**config.mk**
```make
export PLATFORM = sky130hd
export DESIGN_NAME = pkrl_update
export DESIGN_NICKNAME = d
export VERILOG_FILES = /design/src/sv/pkrl_pkg.sv /design/src/sv/pkrl_update.sv
export SDC_FILE = /design/constraint.sdc
export NUM_CORES = 1
export LEC_CHECK = 0
export ABC_AREA = 1
export ABC_CLOCK_PERIOD_IN_PS = 20700
export BUFFER_PORTS_ARGS = -buffer_cell sky130_fd_sc_hd__buf_2
export CORE_AREA = 2 2 295 297
export DETAILED_ROUTE_END_ITERATION = 7
export DIE_AREA = 0 0 297 299
export SYNTH_ARGS = -nofsm -noshare
export SYNTH_HDL_FRONTEND = slang
export SYNTH_SLANG_ARGS = --single-unit
```
**constraint.sdc**
```tcl
create_clock -name vclk -period 20.7
set_input_delay 4.14 -clock vclk [all_inputs]
set_output_delay 4.14 -clock vclk [all_outputs]
set_load 0.005 [all_outputs]
```
**src/sv/pkrl_pkg.sv**
```systemverilog
// Shared types, constants and helpers of the per-key rate limiter.
package pkrl_pkg;

  // Default geometry of the entry store
  localparam int unsigned SETS_DEF = 256;
  localparam int unsigned WAYS_DEF = 4;

  // Configuration port
  localparam int unsigned CFG_IDX_W  = 1;
  localparam int unsigned CFG_DATA_W = 16;

  typedef enum logic [CFG_IDX_W-1:0] {
    CFG_WINDOW = 1'b0,
    CFG_LIMIT  = 1'b1
  } cfg_idx_t;

  localparam logic [15:0] WINDOW_RST = 16'd60;
  localparam logic [15:0] LIMIT_RST  = 16'd60;

  // Request modes
  localparam logic MODE_CHECK = 1'b0;
  localparam logic MODE_PEEK  = 1'b1;

  localparam logic [15:0] COUNT_MAX = 16'hFFFF;

  // Request word
  typedef struct packed {
    logic        mode;
    logic [31:0] user_key;
    logic [31:0] now_seconds;
  } req_t;

  // Result word
  typedef struct packed {
    logic        allowed;
    logic [15:0] remaining;
    logic        untracked;
  } res_t;

  // One way of a set
  typedef struct packed {
    logic        valid;
    logic [31:0] key;
    logic [15:0] count;
    logic [31:0] start;
  } entry_t;

  // Update decision handed back to the controller
  typedef struct packed {
    logic we;
    res_t res;
  } upd_ctl_t;

  function automatic bit is_pow2(input int unsigned n);
    return (n & (n - 1)) == 0;
  endfunction

endpackage

```
**src/sv/pkrl_update.sv**
```systemverilog
// Way match, window check and count update of one set row.
module pkrl_update #(
  parameter int unsigned WAYS = pkrl_pkg::WAYS_DEF
) (
  input  pkrl_pkg::entry_t [WAYS-1:0] row,
  input  pkrl_pkg::req_t              req,
  input  logic [15:0]                 window_seconds,
  input  logic [15:0]                 message_limit,
  output pkrl_pkg::entry_t [WAYS-1:0] new_row,
  output pkrl_pkg::upd_ctl_t          ctl
);
  import pkrl_pkg::*;

  localparam int unsigned WAY_W = (WAYS > 1) ? $clog2(WAYS) : 1;

  logic             hit;
  logic             have_free;
  logic [WAY_W-1:0] hit_w;
  logic [WAY_W-1:0] free_w;
  entry_t           sel;
  logic [31:0]      elapsed;
  logic             expired;
  logic [15:0]      count_inc;
  logic [15:0]      count_eff;

  function automatic logic [15:0] budget_left(input logic [15:0] c, input logic [15:0] lim);
    return (c >= lim) ? 16'd0 : lim - c;
  endfunction

  // First matching way and first free way
  always_comb begin
    hit       = 1'b0;
    have_free = 1'b0;
    hit_w     = '0;
    free_w    = '0;
    for (int w = 0; w < WAYS; w++) begin
      if (row[w].valid) begin
        if (!hit && row[w].key == req.user_key) begin
          hit   = 1'b1;
          hit_w = WAY_W'(w);
        end
      end else if (!have_free) begin
        have_free = 1'b1;
        free_w    = WAY_W'(w);
      end
    end
  end

  // Window age and saturating count
  assign sel       = row[hit_w];
  assign elapsed   = req.now_seconds - sel.start;
  assign expired   = elapsed > {16'd0, window_seconds};
  assign count_inc = (sel.count != COUNT_MAX) ? sel.count + 16'd1 : sel.count;

  // Count that the budget is taken against
  always_comb begin
    if (hit && !expired) begin
      count_eff = (req.mode == MODE_PEEK) ? sel.count : count_inc;
    end else begin
      count_eff = 16'd1;
    end
  end

  // Decision and new row
  always_comb begin
    new_row               = row;
    ctl.we                = 1'b0;
    ctl.res.allowed       = 1'b1;
    ctl.res.remaining     = message_limit;
    ctl.res.untracked     = 1'b0;
    if (hit) begin
      if (req.mode == MODE_PEEK) begin
        ctl.res.remaining = expired ? message_limit : budget_left(count_eff, message_limit);
      end else if (expired) begin
        new_row[hit_w].count = 16'd1;
        new_row[hit_w].start = req.now_seconds;
        ctl.we               = 1'b1;
        ctl.res.remaining    = budget_left(count_eff, message_limit);
      end else begin
        new_row[hit_w].count = count_inc;
        ctl.we               = 1'b1;
        ctl.res.allowed      = !(count_inc > message_limit);
        ctl.res.remaining    = budget_left(count_eff, message_limit);
      end
    end else if (req.mode == MODE_CHECK) begin
      if (have_free) begin
        new_row[free_w].valid = 1'b1;
        new_row[free_w].key   = req.user_key;
        new_row[free_w].count = 16'd1;
        new_row[free_w].start = req.now_seconds;
        ctl.we                = 1'b1;
        ctl.res.remaining     = budget_left(count_eff, message_limit);
      end else begin
        ctl.res.untracked = 1'b1;
      end
    end
  end

endmodule
```
==> impl_metrics.toml, run 1 <==
[clocking]
cts_setup_buffers = 0
cts_resized = 0
ctsHoldBuffers = 0

[run_status]
failed_checks = "design-rule violations"
outcome = "complete, but fails checks"

[timing]
rsz0062_at_grt = "no"
period_share_pct = 89.91
holdWs_ns = 8.591
slew_headroom_pct = 23.47
worst_pin_slew_ns = 1.148
final-hold-violation-count = 0
clock.fmax_ghz = 0.05373
maxSlewViolCount = 0
period_minus_slack_ns = 18.61
final-setup-viol-count = 0
tns_ns = 0

[cells_and_area]
fin_nets = 4690
ff_latch_area_sq_um = 0
fin_util_pct = 25.42
instances_no_fill = 5351
fill_cells = 10320
clock_buffers = 0
final_common_cell = "nand2_1"
final_cell_mix = "nand2_1 (1366), buf_2 (764), inv_1 (464)"
syn_to_final_growth_pct = 27.57
layout-drive-gt1-share_pct = 21.28
numSequentialCells = 0

[floorplanning]
dieWidth_um = 297
dieArea_sq_um = 88800
core_area_sq_um = 85940
rows = 108
start_util_pct = 19.93
io_pins = 764
die_h_um = 299

[route]
wl_um = 132900
routed_via_density = 5.235
drt_first_iter_violations = 3537
via_count = 28010
wl_met3_um = 12870
ant_nets = 0
post-route-drc-count = 1
met2_wirelength_um = 59190
post_drt_wl_per_cell_um = 24.83
dr.pass1.iters = 8
maxUsedRoutingLayer = "met5"
drt-met1-wl_um = 55720

[placed_design]
gp_congestion = 1.049
dp_hpwl_um = 110700
port-buffer-count = 764
dp.cells = 5338

[synthesis]
syn_area_per_cell_sq_um = 4.796
netlist_top_cells_area = "nand2_1 (30%), inv_1 (10%), nand3_1 (9.8%), ha_1 (6.0%), nor2_1 (5.8%)"
ys_warn_count = 0
syn-cell-area_sq_um = 17130
netlist_instances = 3571
seq_area_frac_synth_pct = 0
synth_cell_types = 56
synth.top_cell.area_share_pct = 29.94
synth_top_area_cell = "nand2_1"
synth_nets = 4076

[critical_path]
cp.arrival_ns = 14.47
cp_max_fo = 19
cp_slowest_cell = "inv_1"
slowest_delay_ns = 0.49
path_class = "in -> out"
cp.required_ns = 16.56
crit_path_end_kind = "output port"
cpMostUsedCell = "nand2_1"
start_kind = "input port"

[power_and_ir_drop]
ir_drop_mv = 0.01500
p_per_area_nw_per_um2 = 22.51
power_leakage_nw = 12.35

[grt]
antenna_found_initial = 26
grt-ovfl-total = 0
grt_max_degree = 88
grt_pass1_vias = 26070
grt_pass1_wl_um = 185600
track_usage_pct = 28.09

[job]
drv_cap = 0

[hold_path]
hold_path_class = "in -> out"
[worst paths after layout]
check / slack, ns / depth (start not counted) / startpoint / endpoint
setup / recovery: 2.09 / 53 / req[59] / ctl[6]
hold / removal: 8.59 / 4 / row[202] / new_row[202]
[worst max-delay path: cells and delay by family]
kind	cells	cell delay, ns
buffers and inverters	9	1.87
AOI/OAI and AO/OA	11	2.66
and+or+nand+nor	29	4.57
adders and majority gates	3	1.04
xor gates and xnor gates	1	0.11
[cells by family after synthesis]
kind of cell             share of synthesized area (%)
buffers and inverters                            16.12
adder cells (fa/ha/maj)                          6.225
AND/OR/NAND/NOR                                  53.86
AO/OA/AOI/OAI                                    21.14
XOR/XNOR                                         2.659
[power breakdown]
part	switching, mW	leakage [nW]	internal [mW]
clock	0	0.0000797	0.0000000446
sequential	0	0	0
combinational	0.327	12.3	0.164
total	0.327	12.3	0.164
[area by class of cell]
cell class / instances / area [sq um] / area share (%)
Antenna cell: 13 / 32.53 / 0.1489
Timing Repair Buffer: 793 / 4041 / 18.50
Multi-Input combinational cell: 2891 / 14450 / 66.15
Tap cell: 1155 / 1445 / 6.615
Inverter: 499 / 1876 / 8.585
[synth_stat cells, drive strengths merged]
cell	number
a211oi	1
a21boi	4
a21o	9
a21oi	93
a221oi	2
a22oi	128
a31o	1
a31oi	6
and2	3
and3	1
buf	85
clkbuf	96
clkinv	8
fa	2
ha	82
inv	491
nand2	1386
nand3	342
nand3b	17
nand4	65
nor2	284
nor3	33
nor3b	2
nor4	26
nor4b	1
o2111a	1
o2111ai	3
o211ai	25
o21a	3
o21ai	207
o21bai	35
o221ai	30
o22ai	31
o311ai	1
o32ai	1
or2	11
or3	1
or3b	1
or4	1
xnor2	25
xor2	27
[stage by stage]
stage,setup slack (ns),cell area (sq um),power (mW)
2_1_floorplan,5.006,17130,0.2440
3_3_place_gp,2.428,21810,0.4824
3_5_place_dp,2.299,21810,0.4788
4_1_cts,2.237,21810,0.4813
5_1_grt,1.123,21820,0.5305
6_report,2.089,21850,0.4917
[metal layers]
layer | global-route usage, % | vias up
met4 | 8.610 | 10
met2 | 45.66 | 1797
met5 | 0 | -
met1 | 38.03 | 13060
li1 | - | 12850
met3 | 4.362 | 289
Power figures use the tool's default switching activity.
==> run 2, diff against run 1 <==
--- a/config.mk
+++ b/config.mk
@@ -11,6 +11,7 @@
 export CORE_AREA = 2 2 295 297
 export DETAILED_ROUTE_END_ITERATION = 7
 export DIE_AREA = 0 0 297 299
+export MAX_ROUTING_LAYER = met4
 export SYNTH_ARGS = -nofsm -noshare
 export SYNTH_HDL_FRONTEND = slang
 export SYNTH_SLANG_ARGS = --single-unit
==> run 2 against run 1 <==
Against the previous run: the flow now finishes without violations; first-iteration DRC count decreased by 16%; setup slack improved by 0.028 ns; via count down 0.67%; largest power group unchanged; critical path depth decreased by 2; sequential share of layout area unchanged; global-route usage increased by 0.73 points; core utilization barely moved.
==> impl_metrics.toml, run 2 (synthesis results as in run 1) <==
[cells_and_area]
final_common_cell = "nand2_1"
fin_util_pct = 25.45
ff_latch_area_sq_um = 0
final_cell_mix = "nand2_1 (1366), buf_2 (764), inv_1 (464)"
syn_to_final_growth_pct = 27.70
numSequentialCells = 0
layout-drive-gt1-share_pct = 21.26
fin_nets = 4689
clock_buffers = 0

[critical_path]
cpMostUsedCell = "nand2_1"
path_class = "in -> out"
slowest_delay_ns = 0.66
cp.required_ns = 16.56
start_kind = "input port"
cp_max_fo = 17
crit_path_end_kind = "output port"
cp.arrival_ns = 14.44
cp_slowest_cell = "a221oi_1"

[floorplanning]
die_h_um = 299
rows = 108
core_area_sq_um = 85940
io_pins = 764
start_util_pct = 19.93
dieWidth_um = 297
dieArea_sq_um = 88800

[grt]
track_usage_pct = 28.82
grt_max_degree = 131
grt_pass1_vias = 25910
grt_pass1_wl_um = 184800
grt-ovfl-total = 0
antenna_found_initial = 27

[route]
wl_um = 132900
ant_nets = 0
post_drt_wl_per_cell_um = 24.80
routed_via_density = 5.194
dr.pass1.iters = 8
post-route-drc-count = 0
via_count = 27820
drt_first_iter_violations = 2971

[job]
drv_cap = 0

[timing]
tns_ns = 0
slew_headroom_pct = 16.58
maxSlewViolCount = 0
final-setup-viol-count = 0
final-hold-violation-count = 0
clock.fmax_ghz = 0.05381
period_share_pct = 89.77
period_minus_slack_ns = 18.58
worst_pin_slew_ns = 1.247
holdWs_ns = 8.590
rsz0062_at_grt = "no"

[run_status]
outcome = "finished clean"

[power_and_ir_drop]
power.switching_uw = 326.7
clock_power_share_pct = 0
power_leakage_nw = 12.35
power_uw = 491.0
p_per_area_nw_per_um2 = 22.45
p_sw_share_pct = 66.54
combPwrFrac_pct = 100.0
ir_drop_mv = 0.01760
internal_power_uw = 164.3
seqPwrFrac_pct = 0

[clocking]
cts_setup_buffers = 0
ctsHoldBuffers = 0
cts_resized = 0

[placed_design]
dp_hpwl_um = 110900
gp_congestion = 1.081
port-buffer-count = 764

[hold_path]
hold_path_class = "in -> out"
min_to = "new_row[209]"
hp-start = "row[209]"
whs_path_depth = 4
[run 2: changes by cell type in the layout (fill, tap and decap cells not counted)]
cell / previous run / this run
diode_2: 13 / 20
buf_12: 0 / 1
buf_4: 29 / 27
[run 2: worst max path at each step]
stage,startpoint,end,slack [ns]
final,req[59],ctl[6],2.12
after global routing,req[39],ctl[6],1.28
after global placement,req[56],ctl[6],2.39
after detailed placement,req[59],ctl[6],2.25
after floorplan,req[52],ctl[5],5.01
after CTS,req[59],ctl[6],2.21
[run 2: layout make-up]
| type | instances | area (sq um) |
|---|---|---|
| diodes | 20 | 50.05 |
| fillers | 10300 | 64070 |
| inverters | 499 | 1876 |
| multi-input cells | 2891 | 14450 |
| well taps | 1155 | 1445 |
| repair buffers | 792 | 4046 |
[run 2: power by group through the flow]
stage                     combinational (mW)  sequential [mW]    clock [mW]
after floorplan                        0.244                0             0
after global placement                 0.483                0             0
after detailed placement               0.479                0             0
after CTS                              0.481                0             0
after global routing                   0.529                0  0.0000000679
final                                  0.491                0  0.0000000684
[run 2: routing by layer]
layer	vias to the layer above	wire [um]	global-route usage (%)
li1	12860	-	-
met1	12850	55420	37.36
met2	1796	58860	45.07
met3	325	13140	5.176
met4	0	5452	9.500
met5	-	0	-
[run 2: per-stage QoR]
step	instances	area (sq um)	worst slack, ns
finish	5357	21870	2.117
global route	5353	21860	1.284
detailed placement	5337	21820	2.250
floorplan	3571	17130	5.006
global placement	5337	21820	2.388
CTS	5337	21820	2.213
[run 2: critical path, delay by kind of cell]
family          cells  cell delay (ns)
fa+ha+maj           4             1.22
xor+xnor            1             0.17
buf+inv             9             1.70
simple gates       27             4.50
compound gates     10             2.64
